<file path="src/hw/rtl/ffdl_pkg.sv">
`default_nettype none

package ffdl_pkg;

    localparam int MEM_DEPTH = 65536;
    localparam int MEM_AW    = $clog2(MEM_DEPTH);
    localparam int FILL_W    = MEM_AW + 1;

    localparam int SAMPLE_W  = 24;
    localparam int CFG_W     = 16;
    localparam int CFG_IW    = 2;
    localparam int MUL_AW    = 25;
    localparam int MUL_BW    = 18;
    localparam int PROD_W    = MUL_AW + MUL_BW;
    localparam int SUM_W     = 30;

    typedef logic [MEM_AW-1:0]          t_addr;
    typedef logic [FILL_W-1:0]          t_fill;
    typedef logic signed [SAMPLE_W-1:0] t_sample;
    typedef logic signed [MUL_AW-1:0]   t_mop_a;
    typedef logic signed [MUL_BW-1:0]   t_mop_b;
    typedef logic signed [PROD_W-1:0]   t_prod;
    typedef logic signed [SUM_W-1:0]    t_sum;
    typedef logic [CFG_W:0]             t_gain;

    localparam t_addr   ADDR_LAST  = t_addr'(MEM_DEPTH - 1);
    localparam t_fill   FILL_FULL  = t_fill'(MEM_DEPTH);
    localparam t_gain   UNITY      = t_gain'(32768);
    localparam t_prod   RND_16     = t_prod'(32768);
    localparam t_prod   RND_15     = t_prod'(16384);
    localparam t_sum    SAT_MAX    = t_sum'(8388607);
    localparam t_sum    SAT_MIN    = -t_sum'(8388608);

    typedef enum logic [CFG_IW-1:0] {
        CFG_DELAY_WHOLE    = 2'd0,
        CFG_DELAY_FRACTION = 2'd1,
        CFG_FEEDBACK_GAIN  = 2'd2,
        CFG_WET_LEVEL      = 2'd3
    } t_cfg_idx;

    typedef enum logic [3:0] {
        S_IDLE,
        S_RDB,
        S_RDA,
        S_CAPA,
        S_MDIF,
        S_DLY,
        S_MFB,
        S_WR,
        S_MDRY,
        S_MIX
    } t_state;

    typedef struct packed {
        logic   en;
        t_mop_a a;
        t_mop_b b;
    } t_mul_req;

    function automatic t_sample sat_sample(input t_sum v);
        t_sample res;
        if (v > SAT_MAX) begin
            res = SAT_MAX[SAMPLE_W-1:0];
        end else if (v < SAT_MIN) begin
            res = SAT_MIN[SAMPLE_W-1:0];
        end else begin
            res = v[SAMPLE_W-1:0];
        end
        return res;
    endfunction

endpackage

`default_nettype wire

</file>
<file path="src/hw/rtl/ffdl_mul.sv">
`default_nettype none

module ffdl_mul (
    input  wire logic               i_clk,
    input  wire ffdl_pkg::t_mul_req i_req,
    output ffdl_pkg::t_prod         o_prod
);

    ffdl_pkg::t_prod r_prod;

    always_ff @(posedge i_clk) begin
        if (i_req.en) begin
            r_prod <= i_req.a * i_req.b;
        end
    end

    assign o_prod = r_prod;

endmodule

`default_nettype wire

</file>
<file path="config.mk">
export PLATFORM = sky130hd
export DESIGN_NAME = ffdl_mul
export DESIGN_NICKNAME = d
export VERILOG_FILES = /design/src/hw/rtl/ffdl_pkg.sv /design/src/hw/rtl/ffdl_mul.sv
export SDC_FILE = /design/constraint.sdc
export NUM_CORES = 1
export LEC_CHECK = 0
export BUFFER_PORTS_ARGS = -buffer_cell sky130_fd_sc_hd__buf_2
export CORE_ASPECT_RATIO = 0.75
export CORE_MARGIN = 2
export CORE_UTILIZATION = 50
export DETAILED_ROUTE_END_ITERATION = 6
export PLACE_DENSITY = 0.7
export SLEW_MARGIN = 20
export SYNTH_ARGS = -nofsm -noshare
export SYNTH_HDL_FRONTEND = slang
export SYNTH_SLANG_ARGS = --single-unit
</file>
<file path="constraint.sdc">
create_clock -name i_clk -period 5.7 [get_ports i_clk]
set_clock_uncertainty 0.05 [all_clocks]
set_input_delay 0.285 -clock i_clk [delete_from_list [all_inputs] [get_ports i_clk]]
set_output_delay 0.285 -clock i_clk [all_outputs]
set_load 0.03 [all_outputs]
</file>
==> metrics, run 1 <==
endpoints failing setup=10; Seq cells post-synth=43; CTS tree=built; CTS sink cnt=43; I/O pin cnt=88; share of layout cells above drive strength 1=0.243; Tightest Pin Transition=0.932 ns; Clock Tree Buf Depth=2; drt drc=0; HPWL Detailed=39.6 mm; largest net degree at the start of global routing=44; fraction of synthesized area in multiplexers=0; Hold Startpoint=i_req[0]; RSZ-0062 raised after global routing=yes; adder-cell share of the synthesized area=0.588; Rows=58; CTS H-tree depth=2; Max Clk Rate=169 MHz; required time worst endpoint=5.66 ns; Worst Hold Depth=2; NumNets Final=2747; RePlAce Congestion=0.906; area occupied by multi-input gates=0.0146 mm2; Synth cell types=49; Clk pin slew, worst setup/hold paths=0.06 ns; Root Buffer=clkbuf_16; Final Hold Fails=0; Routed WL=47.2 mm; EDFF count, synth=43; Synth Area in Simple Gates=0.144; Die ar.=0.0361 mm2; Tmin final=5.91 ns; ratio of final minimum period to clock period=1.04; critical path arrival=5.87 ns; first-pass GRT wire length=74.9 mm; number of global-route vias before repair=14.2k; Synth Area in XOR/XNOR=0.0177; Initial Util=0.512; synth warn=0; area grow syn2layout=24.8%; Synth area leaders=fa_1 51%, inv_1 11%, ha_1 7.7%; register area share after synthesis=0.0746; Hold Path Class=input port to flop; Post-synth top flop=edfxtp_1; post-layout instance area=0.0216 mm2; synthesized area per cell=9.28 um2; largest area contributor in the netlist=fa_1; Max FO, Critical Path=9; initial antenna violation count=0; Syn Nets=2456; mapped cell area=0.0173 mm2; post-route setup slack=-0.209 ns; area post-placement=0.0200 mm2; Synth Instances=1863; FF/Latch Area=0.00129 mm2; CP Capture Type=flop; DR vias=13.4k; post-route ant nets=0; Remaining Overflow, GRT=0; CP startpoint kind=input port; post-synthesis compound-gate area fraction=0.0487; PortBufs=87; Synth top area share=0.510; Min-Delay Endpoint=o_prod[0]; max reg flops=43; most frequent cell after synthesis=inv_1; status=finished, violations left; CTS buffer count=5; setup TNS=-0.903 ns; Final Max Slew Viols=0; core footprint=0.0338 mm2; main combinational cell family by area after synthesis=adder cells; Post-synth ARST share=0; Post-synth top cells=515 x inv_1, 441 x fa_1, 277 x nand2_1, 167 x and2_1, 107 x ha_1; ant diodes=0; die height=165 um; Die Width=219 um; hold buffers post-CTS=0; Finished Core Util=0.638; relative slew slack=0.378; Total Routing Usage GR=0.270; failing checks=negative setup slack; initial DRC count=990; fillers=2673; Vias/cell=5.15; drt pass-1 iters=7; Max Cap Viol=0; type of the worst setup path=input port to flop; DR WL/cell=18.1 um
-- what timing repair did --
| action | in CTS | in global routing |
|---|---|---|
| gates resized for setup | 166 | 116 |
| gates cloned | 1 | 2 |
| pin swaps | 58 | 78 |
| setup endpoints to repair | 16 | 17 |
| setup buffers | 24 | 22 |
-- how the worst max path moves through the flow --
stage	from	end	slack, ns	depth (start not counted)
global placement	i_req[4]	o_prod[41]	-0.70	23
detailed placement	i_req[4]	o_prod[41]	-0.74	23
global route	i_req[6]	o_prod[42]	-0.40	24
finish	i_req[33]	o_prod[42]	-0.21	21
CTS	i_req[28]	o_prod[42]	-0.11	21
floorplan	i_req[5]	o_prod[42]	-0.12	21
-- layout make-up --
cell class                 count  share of cell area
timing repair buffer         355               0.143
clock buffer                   5             0.00580
clock inverter                 2             0.00174
inverter                     515              0.0899
sequential                    43              0.0598
tap                          450              0.0261
multi-input combinational   1234               0.674
-- per-stage QoR --
step	hold slack, ns	setup slack [ns]	cells
after floorplan	0.347	-0.117	1863
after global placement	0.710	-0.701	2550
after detailed placement	0.711	-0.741	2550
after CTS	0.430	-0.109	2582
after global routing	0.394	-0.404	2604
final	0.371	-0.209	2604
-- critical path: stages --
cell       delay [ns]
buf_12           0.12
and2_4           0.16
fa_1             0.56
inv_2            0.05
fa_2             0.57
inv_2            0.04
fa_1             0.55
fa_1             0.45
fa_1             0.49
inv_1            0.05
fa_1             0.50
inv_2            0.05
ha_4             0.21
and2_4           0.16
a221oi_4         0.35
a2111oi_4        0.14
a31o_4           0.25
o31ai_4          0.27
o311ai_4         0.14
a2111oi_2        0.37
a311oi_1         0.09
-- layer usage --
| metal | wire (um) | vias up | GRT usage | share of wire |
|---|---|---|---|---|
| met5 | 0 | - | 0 | 0 |
| met1 | 21100 | 6799 | 0.400 | 0.45 |
| met4 | 855 | 0 | 0.0519 | 0.018 |
| met3 | 5280 | 49 | 0.0824 | 0.11 |
| li1 | - | 5976 | - | - |
| met2 | 19900 | 592 | 0.395 | 0.42 |
-- cell families (layout without fill, tap and decap cells) --
logic type / count (synthesis) / count (layout)
AOI/OAI and AO/OA: 122 / 122
xor gates and xnor gates: 35 / 35
adders and majority gates: 548 / 548
buffers and inverters: 586 / 877
DFF: 43 / 43
and+or+nand+nor: 529 / 529
-- cells in the final DEF (no fill, tap or decap), types with 8 or more instances in the layout --
cell type  instances
fa_1             418
ha_1              90
buf_12            21
a21o_1            11
buf_4            239
o21ai_0           12
buf_2             47
and2_4            23
and2_1           144
xnor2_1           28
nand2_2            8
ha_4              17
edfxtp_1          43
fa_2              23
nand2_1          266
buf_8             11
nand2b_1          11
buf_6             33
inv_1            487
a21oi_2            9
nor2_1            38
inv_2             26
a21oi_1           19
Power of run 1 is not shown: default switching activity piles up to over one toggle a cycle in this logic, so the estimate is an artifact.
==> run 2, diff against run 1 <==
--- a/config.mk
+++ b/config.mk
@@ -7,11 +7,11 @@
 export LEC_CHECK = 0
 export BUFFER_PORTS_ARGS = -buffer_cell sky130_fd_sc_hd__buf_2
 export CORE_ASPECT_RATIO = 0.75
-export CORE_MARGIN = 2
 export CORE_UTILIZATION = 50
 export DETAILED_ROUTE_END_ITERATION = 6
-export PLACE_DENSITY = 0.7
+export PLACE_DENSITY = 0.67
 export SLEW_MARGIN = 20
 export SYNTH_ARGS = -nofsm -noshare
 export SYNTH_HDL_FRONTEND = slang
 export SYNTH_SLANG_ARGS = --single-unit
+export TNS_END_PERCENT = 50
==> constraint.sdc (replaced) <==
create_clock -name i_clk -period 7.1 [get_ports i_clk]
set_clock_uncertainty 0.05 [all_clocks]
set_input_delay 0.355 -clock i_clk [delete_from_list [all_inputs] [get_ports i_clk]]
set_output_delay 0.355 -clock i_clk [all_outputs]
set_load 0.03 [all_outputs]
==> run 2 against run 1 <==
The run now ends clean. Flip-flop and latch count stayed put. Final cell count decreased by 9.4%. Core utilization decreased by 9.6 points. Count of clock-buffer cells in the layout did not move. First-iteration DRC count down 39%. Largest cell class unchanged.
==> metrics, run 2 (synthesis gave the netlist of run 1 again) <==
Final Max Slew Viols=0; HPWL Detailed=34.1 mm; max reg flops=43; area grow syn2layout=6.00%; die height=163 um; Setup Fix Bufs, Post-CTS=0; crit-path max cell delay=0.53 ns; Tmin final=6.76 ns; Vias/cell=5.17; first-pass GRT wire length=65.7 mm; Max Clk Rate=148 MHz; drt pass-1 iters=5; NumNets Final=2500; Initial Util=0.512; CTS buffer count=5; type of the worst setup path=input port to flop; post-route insts no fill=2358; Hold Path Class=input port to flop; Die ar.=0.0354 mm2; PostCTS Resize Cnt=0; Finished Core Util=0.542; CTS H-tree depth=2; setup TNS=0 ns; Clk pin slew, worst setup/hold paths=0.07 ns; required time worst endpoint=7.17 ns; CP Cell Sequence=buf_2 > nand2_1 > inv_1 > fa_1 > inv_1 > fa_1 > fa_1 > inv_1 > fa_1 > fa_1 > inv_1 > fa_1 > inv_1 > ha_1 > nand2_1 > nor3_1 > and4_1 > a31o_1 > o31ai_4 > o311ai_1 > a2111oi_1 > a311oi_1; Remaining Overflow, GRT=0; Worst Hold Depth=2; CP max-delay cell=fa_1; post-layout instance area=0.0183 mm2; Final Hold Fails=0; fillers=3111; Hold Startpoint=i_req[0]; Max Cap Viol=0; CP startpoint kind=input port; initial antenna violation count=0; I/O pin cnt=88; CTS tree=built; post-route ant nets=0; Routed WL=39.6 mm; Most common cell on crit path=fa_1; Post-Place Cells=2350; endpoints failing setup=0; ratio of final minimum period to clock period=0.952; most frequent cells in the layout=515 x inv_1, 441 x fa_1, 277 x nand2_1, 167 x and2_1, 107 x ha_1; Total Routing Usage GR=0.238; share of layout cells above drive strength 1=0.0650; Clock Tree Buf Depth=2; largest net degree at the start of global routing=44; PortBufs=87; relative slew slack=0.343; core footprint=0.0338 mm2; Tightest Pin Transition=0.985 ns; status=complete, no violations; RSZ-0062 raised after global routing=no; RePlAce Congestion=0.875; ant diodes=0; Rows=58; critical path arrival=6.83 ns; Root Buffer=clkbuf_16; hold buffers post-CTS=0; Min-Delay Endpoint=o_prod[0]; initial DRC count=600; Max FO, Critical Path=25; commonest non-fill, non-tap cell in the layout=inv_1; DR WL/cell=16.8 um; drt drc=0; number of global-route vias before repair=13.1k; DR vias=12.2k; Die Width=217 um; area post-placement=0.0182 mm2; CP Capture Type=flop; CTS sink cnt=43
-- run 2: layer usage --
metal	part of all wire	track usage	up-vias
met3	0.046	0.0233	39
li1	-	-	5464
met5	0	0	-
met2	0.52	0.428	308
met4	0.015	0.0439	0
met1	0.42	0.317	6383
-- run 2: worst max path at each step --
| stage | start | end |
|---|---|---|
| after floorplan | i_req[27] | o_prod[42] |
| after global placement | i_req[4] | o_prod[42] |
| after detailed placement | i_req[4] | o_prod[42] |
| after CTS | i_req[4] | o_prod[42] |
| after global routing | i_req[4] | o_prod[42] |
| final | i_req[4] | o_prod[42] |
-- run 2: critical path: cells and delay by family --
kind | cells | cell delay [ns]
AOI/OAI and AO/OA | 5 | 1.31
adders and majority gates | 7 | 3.32
buffers and inverters | 6 | 0.80
and+or+nand+nor | 4 | 1.02
-- run 2: cell type report --
| cell class | instances | area, um2 | share of cell area |
|---|---|---|---|
| clock buffer | 5 | 125 | 0.00682 |
| sequential | 43 | 1290 | 0.0704 |
| multi-input combinational | 1234 | 13800 | 0.753 |
| timing repair buffer | 108 | 593 | 0.0323 |
| tap | 450 | 563 | 0.0307 |
| clock inverter | 3 | 23.8 | 0.00130 |
| inverter | 515 | 1930 | 0.105 |
-- run 2: stage by stage --
stage	hold WS [ns]	setup slack, ns
3_5_place_dp	0.780	0.202
6_report	0.619	0.339
3_3_place_gp	0.784	0.248
4_1_cts	0.608	0.438
2_1_floorplan	0.417	0.792
5_1_grt	0.630	0.0932
Power of run 2 is left out for the same reason.
