===== src/hw/rtl/ffdl_ram.sv =====
`default_nettype none

module ffdl_ram #(
    parameter int WIDTH = 24,
    parameter int DEPTH = 16
) (
    input  wire logic                     i_clk,
    input  wire logic                     i_we,
    input  wire logic [$clog2(DEPTH)-1:0] i_waddr,
    input  wire logic [WIDTH-1:0]         i_wdata,
    input  wire logic [$clog2(DEPTH)-1:0] i_raddr,
    output logic      [WIDTH-1:0]         o_rdata
);

    logic [WIDTH-1:0] r_mem [DEPTH];
    logic [WIDTH-1:0] r_rdata;

    always_ff @(posedge i_clk) begin
        if (i_we) begin
            r_mem[i_waddr] <= i_wdata;
        end
        r_rdata <= r_mem[i_raddr];
    end

    assign o_rdata = r_rdata;

endmodule

`default_nettype wire


===== config.mk =====
export PLATFORM = sky130hd
export DESIGN_NAME = ffdl_ram
export DESIGN_NICKNAME = d
export VERILOG_FILES = /design/src/hw/rtl/ffdl_ram.sv
export SDC_FILE = /design/constraint.sdc
export NUM_CORES = 1
export LEC_CHECK = 0
export ABC_AREA = 1
export BUFFER_PORTS_ARGS = -buffer_cell sky130_fd_sc_hd__clkbuf_2
export CORE_MARGIN = 10
export CORE_UTILIZATION = 43
export DETAILED_ROUTE_END_ITERATION = 16
export HOLD_SLACK_MARGIN = 0.12
export MAX_ROUTING_LAYER = met4
export PLACE_DENSITY = 0.61
export RECOVER_POWER = 100
export SYNTH_ARGS = -nofsm -noshare
export SYNTH_HDL_FRONTEND = slang
export SYNTH_SLANG_ARGS = --single-unit

===== constraint.sdc =====
create_clock -name i_clk -period 4.2 [get_ports i_clk]
set_input_delay 0.21 -clock i_clk [delete_from_list [all_inputs] [get_ports i_clk]]
set_output_delay 0.21 -clock i_clk [all_outputs]
set_load 0.03 [all_outputs]

==> impl_metrics.py, run 1 <==
metrics = {
    "critical_path": {
        "cp-end-kind": "register",
        "reg2reg_depth": 6,
        "critPathRequiredTime_ns": 4.29,
        "cp.arrival_ns": 2.94,
        "r2r-end": "o_rdata[7]",
        "path_class": "in2reg",
        "reg2reg_from": "r_mem[6][7]",
        "start_kind": "primary input",
        "crit_path_end": "r_mem[3][21]",
        "crit_start": "i_waddr[2]",
        "worstPathMaxFanout": 24,
        "r2r_slack_ns": 3.12,
    },
    "global_route": {
        "grt_max_degree": 103,
        "gr-total-overflow": 0,
        "antenna_found_initial": 2,
        "grt_pass1_wl_mm": 62.69,
        "grt_pass1_vias": 10270,
        "gr-usage-all-layers": 0.1774,
    },
    "placed_design": {
        "place_hpwl_mm": 20.52,
        "pre_cts_slack_ns": 1.961,
        "place.gp.congestion": 0.7545,
        "port_buffers": 57,
    },
    "cells_and_area": {
        "nets": 1695,
        "drive_gt1_frac": 0.04717,
        "layout_common_cells": "nand2_1 (509), edfxtp_1 (384), inv_1 (291), nand3_1 (289), clkbuf_1 (72)",
        "final_common_cell": "nand2_1",
        "area_growth_syn_to_layout_pct": 13.17,
    },
    "flow_run": {
        "drv_cap": 10,
    },
    "yosys": {
        "synth_fp_nets": 1631,
        "syn_avg_cell_area_um2": 10.61,
        "synth.largest_area_cell": "edfxtp_1",
        "ys_seq_area_frac": 0.7086,
        "yosysUniqueCellTypes": 12,
        "synth_cells": 1597,
        "ys_seq_elements": 408,
        "ys_warn_count": 0,
        "synth_top_cell_area_share": 0.6802,
        "synth_area_leaders": "edfxtp_1 (68%), nand2_1 (11%), nand3_1 (8.5%)",
        "netlist_area_um2": 16950,
    },
    "clocking": {
        "cts_tree": "done",
        "cts_sinks": 408,
        "cts_root_buf": "clkbuf_16",
        "htreeDepth": 2,
        "cts_buffers": 43,
        "clkTransAtPathRegs_ns": 0.06,
        "cts_setup_buffers": 0,
        "cts_max_path_buffers": 3,
        "clock_latency_ns": 0.56,
    },
    "sta": {
        "drv_slew": 181,
        "relSlewSlack": -1.101,
        "fmax_mhz": 351.3,
        "setup_viol": 0,
        "timing.final.crit_share": 0.6778,
        "fin_crit_ns": 2.847,
        "tightestPinTransition_ns": 3.139,
        "layout_setup_ws_ns": 1.353,
        "finalHoldViolations": 0,
        "final.setup.tns_ns": 0,
        "rsz0062_at_grt": "false",
        "skew_ns": 0.01381,
    },
    "die": {
        "start_util": 0.4366,
        "die_y_um": 218.6,
        "die_w_um": 218.6,
        "ios": 58,
        "coreArea_um2": 38830,
        "row_count": 72,
        "die-area_um2": 47760,
    },
    "pwr": {
        "ir_drop_uv": 249.7,
        "power.density_nw_per_um2": 456.5,
        "leakagePower_nw": 8.007,
    },
    "detailed_routing": {
        "vias_per_cell": 4.869,
        "drt-initial-drc-count": 845,
        "ant_nets": 0,
        "wirelength_mm": 41.06,
        "via_count": 10790,
        "wl_per_cell_um": 18.53,
        "drc": 0,
        "dr.pass1.iters": 5,
    },
    "worst_hold_path": {
        "whs_path_depth": 6,
        "hp-class": "in2reg",
    },
    "status": {
        "violations": "max-capacitance violations, max-slew violations",
        "status": "finished with violations",
    },
}
-- power breakdown --
| part | internal [mW] | leakage [nW] | switching, mW |
|---|---|---|---|
| clock network | 2.06 | 0.656 | 1.55 |
| logic | 0.143 | 3.68 | 0.416 |
| registers | 4.55 | 3.67 | 0.0301 |
-- critical path, stage by stage --
cell and delay (ns):
clkbuf_1 0.10, nor2_1 0.11, nand2_1 0.16, nor2_1 2.34
-- metal layers --
| layer | vias to the layer above | share of wire | global-route usage |
|---|---|---|---|
| li1 | 5290 | - | - |
| met1 | 5167 | 0.44 | 0.2292 |
| met2 | 270 | 0.49 | 0.2883 |
| met3 | 62 | 0.053 | 0.02597 |
| met4 | 0 | 0.018 | 0.04652 |
| met5 | - | 0 | - |
-- cells in the mapped netlist (all sizes together) --
cell type,number
buf,66
nor2,17
clkbuf,12
inv,294
nand3b,2
nand3,289
nand2,509
edfxtp,384
dfxtp,24
-- through the flow --
step / hold WS, ns / total power, mW / util / cell area [um2] / cells
floorplan: 0.3089 / 5.010 / - / 16950 / 1597
global placement: 0.6215 / 5.222 / 0.4575 / 17760 / 2110
detailed placement: 0.6267 / 5.229 / 0.4575 / 17760 / 2110
CTS: 0.1446 / 8.837 / 0.4983 / 19350 / 2214
global route: 0.3233 / 9.046 / 0.4941 / 19180 / 2216
finish: 0.3114 / 8.756 / 0.4941 / 19180 / 2216
-- registers in the layout, indices dropped and copies added (netlist names) --
name / count
o_rdata: 24
r_mem: 384
-- worst min path at each step --
stage	start	endpoint	slack [ns]
after floorplan	i_wdata[0]	r_mem[0][0]	0.31
after global placement	i_wdata[17]	r_mem[7][17]	0.62
after detailed placement	i_wdata[3]	r_mem[8][3]	0.63
after CTS	i_raddr[1]	o_rdata[4]	0.14
after global routing	i_raddr[3]	o_rdata[20]	0.32
final	i_raddr[0]	o_rdata[20]	0.31
-- final cells by class --
cell class                 count  area (um2)
fill                        3505       19640
sequential                   408       12010
multi-input combinational    817        3483
clock buffer                  57        1149
inverter                     294        1110
tap                          518       648.1
timing repair buffer          97       584.3
clock inverter                23       192.7
antenna                        2       5.005
-- kinds of logic (layout without fill, tap and decap cells) --
family / Yosys count / count (layout) / share of synthesized area
DFF: 408 / 408 / 0.7086
and+or+nand+nor: 817 / 817 / 0.2027
buffers and inverters: 372 / 471 / 0.08872
other: 0 / 2 / 0
-- what timing repair did --
item                                    4_1_cts  5_1_grt
endpoints found under the setup margin        0        0
hold endpoints to repair                    384        0
resized for setup                             0        0
hold buffers                                 24        0
Power figures use the tool's default switching activity.
==> run 2, diff against run 1 <==
--- a/config.mk
+++ b/config.mk
@@ -5,14 +5,14 @@
 export SDC_FILE = /design/constraint.sdc
 export NUM_CORES = 1
 export LEC_CHECK = 0
-export ABC_AREA = 1
+export ABC_AREA = 0
 export BUFFER_PORTS_ARGS = -buffer_cell sky130_fd_sc_hd__clkbuf_2
 export CORE_MARGIN = 10
 export CORE_UTILIZATION = 43
 export DETAILED_ROUTE_END_ITERATION = 16
 export HOLD_SLACK_MARGIN = 0.12
 export MAX_ROUTING_LAYER = met4
-export PLACE_DENSITY = 0.61
+export PLACE_DENSITY = 0.63
 export RECOVER_POWER = 100
 export SYNTH_ARGS = -nofsm -noshare
 export SYNTH_HDL_FRONTEND = slang
==> constraint.sdc (replaced) <==
create_clock -name i_clk -period 2.5 [get_ports i_clk]
set_input_delay 0.125 -clock i_clk [delete_from_list [all_inputs] [get_ports i_clk]]
set_output_delay 0.125 -clock i_clk [all_outputs]
set_load 0.03 [all_outputs]
==> run 2 against run 1 <==
  * The run now ends clean
  * Cell count shrank 44%
  * Clock skew shrank 0.0020 ns
  * Worst setup slack lost 0.59 ns
  * Critical path depth grew 1
  * First-iteration DRC count shrank 29%
  * Design area shrank 8.9%
  * Critical path type unchanged
  * Critical endpoint is now o_rdata[16]
  * Highest routed layer unchanged
==> impl_metrics.py, run 2 <==
metrics = {
    "status": {
        "status": "finished clean",
    },
    "detailed_routing": {
        "ant_nets": 0,
        "wirelength_mm": 32.01,
        "wl_per_cell_um": 25.57,
        "drt-initial-drc-count": 602,
        "drc": 0,
        "dr.pass1.iters": 5,
        "via_count": 6976,
        "vias_per_cell": 5.572,
    },
    "cells_and_area": {
        "regMostFlops": "r_mem",
        "seqCellArea_um2": 12010,
        "n_fill_cell": 2758,
        "fin_cells": 1252,
        "layout_common_cells": "edfxtp_1 (384), mux4_2 (96), clkbuf_1 (77), a22oi_1 (48), clkbuf_16 (43)",
        "area_growth_syn_to_layout_pct": 16.99,
        "multiInputGateArea_um2": 2760,
        "nets": 797,
        "final_area_um2": 17470,
        "largest_register_ffs": 384,
        "final_common_cell": "edfxtp_1",
        "drive_gt1_frac": 0.2312,
        "final_util": 0.5082,
    },
    "clocking": {
        "cts_hold_buffers": 24,
        "clkTransAtPathRegs_ns": 0.06,
        "cts_resized": 0,
        "htreeDepth": 2,
        "cts_buffers": 41,
        "cts_sinks": 408,
        "cts_tree": "done",
        "cts_max_path_buffers": 3,
        "clock_latency_ns": 0.52,
        "cts_root_buf": "clkbuf_16",
        "cts_setup_buffers": 0,
    },
    "yosys": {
        "synth.most_common_cell": "edfxtp_1",
        "yosys-top-cells-count": "edfxtp_1 (384), mux4_2 (96), a22oi_1 (48)",
        "ys_seq_elements": 408,
        "synth_edf_count": 384,
        "synth.largest_area_cell": "edfxtp_1",
        "ys_warn_count": 0,
        "yosysUniqueCellTypes": 16,
        "async_flop_share": 0,
        "syn_avg_cell_area_um2": 23.48,
        "netlist_area_um2": 14930,
        "synth_area_leaders": "edfxtp_1 (77%), mux4_2 (14%), dfxtp_1 (3.2%)",
        "synth_top_cell_area_share": 0.7723,
        "synthFlopType": "edfxtp_1",
        "synth_fp_nets": 670,
        "synth_cells": 636,
        "ys_seq_area_frac": 0.8045,
    },
    "critical_path": {
        "cp-end-kind": "register",
        "crit_family": "buffers and inverters",
        "critPathRequiredTime_ns": 2.90,
        "critPathBufInv": 2,
        "reg2reg_from": "r_mem[1][12]",
        "cp.arrival_ns": 2.14,
        "worstPathMaxFanout": 22,
        "path_cells": "clkbuf_2 -> buf_4 -> mux4_2 -> a22oi_1 -> nand2_1",
        "cpPeakStageDelay_ns": 0.72,
        "path_class": "in2reg",
        "crit_start": "i_raddr[0]",
        "slowest_stage": "clkbuf_2",
        "start_kind": "primary input",
    },
    "global_route": {
        "antenna_found_initial": 1,
        "grt_pass1_wl_mm": 47.56,
        "gr-total-overflow": 0,
        "gr-usage-all-layers": 0.1559,
        "grt_max_degree": 28,
        "grt_pass1_vias": 7425,
    },
    "flow_run": {
        "drv_cap": 0,
    },
    "sta": {
        "tightestPinTransition_ns": 1.242,
        "rsz0062_at_grt": "false",
        "finalHoldViolations": 0,
        "layout_setup_ws_ns": 0.7637,
        "timing.final.crit_share": 0.6945,
        "fmax_mhz": 575.9,
        "final.setup.tns_ns": 0,
        "relSlewSlack": 0.1721,
        "setup_viol": 0,
        "fin_crit_ns": 1.736,
        "skew_ns": 0.01182,
        "drv_slew": 0,
    },
    "worst_hold_path": {
        "min_from": "i_raddr[1]",
        "hp-class": "in2reg",
    },
    "placed_design": {
        "port_buffers": 57,
        "place.gp.congestion": 0.7196,
        "place_hpwl_mm": 17.83,
        "dp_cells": 1151,
        "placed_cell_area_um2": 16030,
        "pre_cts_slack_ns": 0.6801,
    },
    "die": {
        "row_count": 68,
        "die_y_um": 206.3,
        "die-area_um2": 42580,
        "ios": 58,
        "die_w_um": 206.3,
        "coreArea_um2": 34370,
        "start_util": 0.4344,
    },
    "pwr": {
        "power.density_nw_per_um2": 842.5,
        "ir_drop_uv": 794.9,
        "leakagePower_nw": 5.524,
    },
}
[run 2: changes by cell type after synthesis, moves of 4 or more]
cell,delta
buf_6,+5
nor2_1,-4
inv_1,-292
clkbuf_1,+6
nand2_1,-484
a22oi_1,+48
nand3_1,-288
buf_1,-8
nor3_1,+4
mux4_2,+96
buf_2,-34
buf_4,-14
[run 2: path summary, 6_finish.rpt]
path	to	slack, ns	depth (start not counted)
worst max register to register	o_rdata[12]	1.16	3
worst max-delay path	o_rdata[16]	0.76	5
worst min-delay path	o_rdata[16]	0.32	4
worst min register to register	o_rdata[14]	0.67	3
[run 2: per-stage QoR]
stage	power, mW	hold WS, ns
global placement	8.587	0.4961
floorplan	8.287	0.2239
finish	14.72	0.3182
detailed placement	8.617	0.5328
global route	15.19	0.3351
CTS	14.88	0.3011
[run 2: power breakdown]
group          switching [mW]  leakage (nW)  internal, mW  total, mW
registers              0.0477          3.67          7.65       7.70
logic                   0.476          1.17         0.289      0.765
clock network            2.42         0.685          3.83       6.25
[run 2: worst register-to-register path, stage by stage, from the launching register on]
cell and delay [ns]:
edfxtp_1 0.37, mux4_2 0.47, a22oi_1 0.29, nand2_1 0.09
[run 2: routing by layer]
layer  global-route usage  wire [um]
met5                    -          0
met4              0.04326        697
met3              0.02759       1899
met2               0.2580      16440
met1               0.1953      12980
[run 2: area by class of cell]
type / instances / share of cell area
sequential: 408 / 0.6876
multi-input combinational: 195 / 0.1580
clock buffer: 57 / 0.06805
timing repair buffer: 117 / 0.04147
tap: 455 / 0.03259
clock inverter: 19 / 0.01211
antenna: 1 / 0.0001433
[run 2: cell families (layout without fill, tap and decap cells)]
| logic type | count (synthesis) | after routing | share of synthesized area |
|---|---|---|---|
| flip-flops | 408 | 408 | 0.8045 |
| multiplexers | 96 | 96 | 0.1448 |
| AND/OR/NAND/NOR | 51 | 51 | 0.01492 |
| AO/OA/AOI/OAI | 48 | 48 | 0.02414 |
| buffers and inverters | 33 | 193 | 0.01165 |
| other | 0 | 1 | 0 |
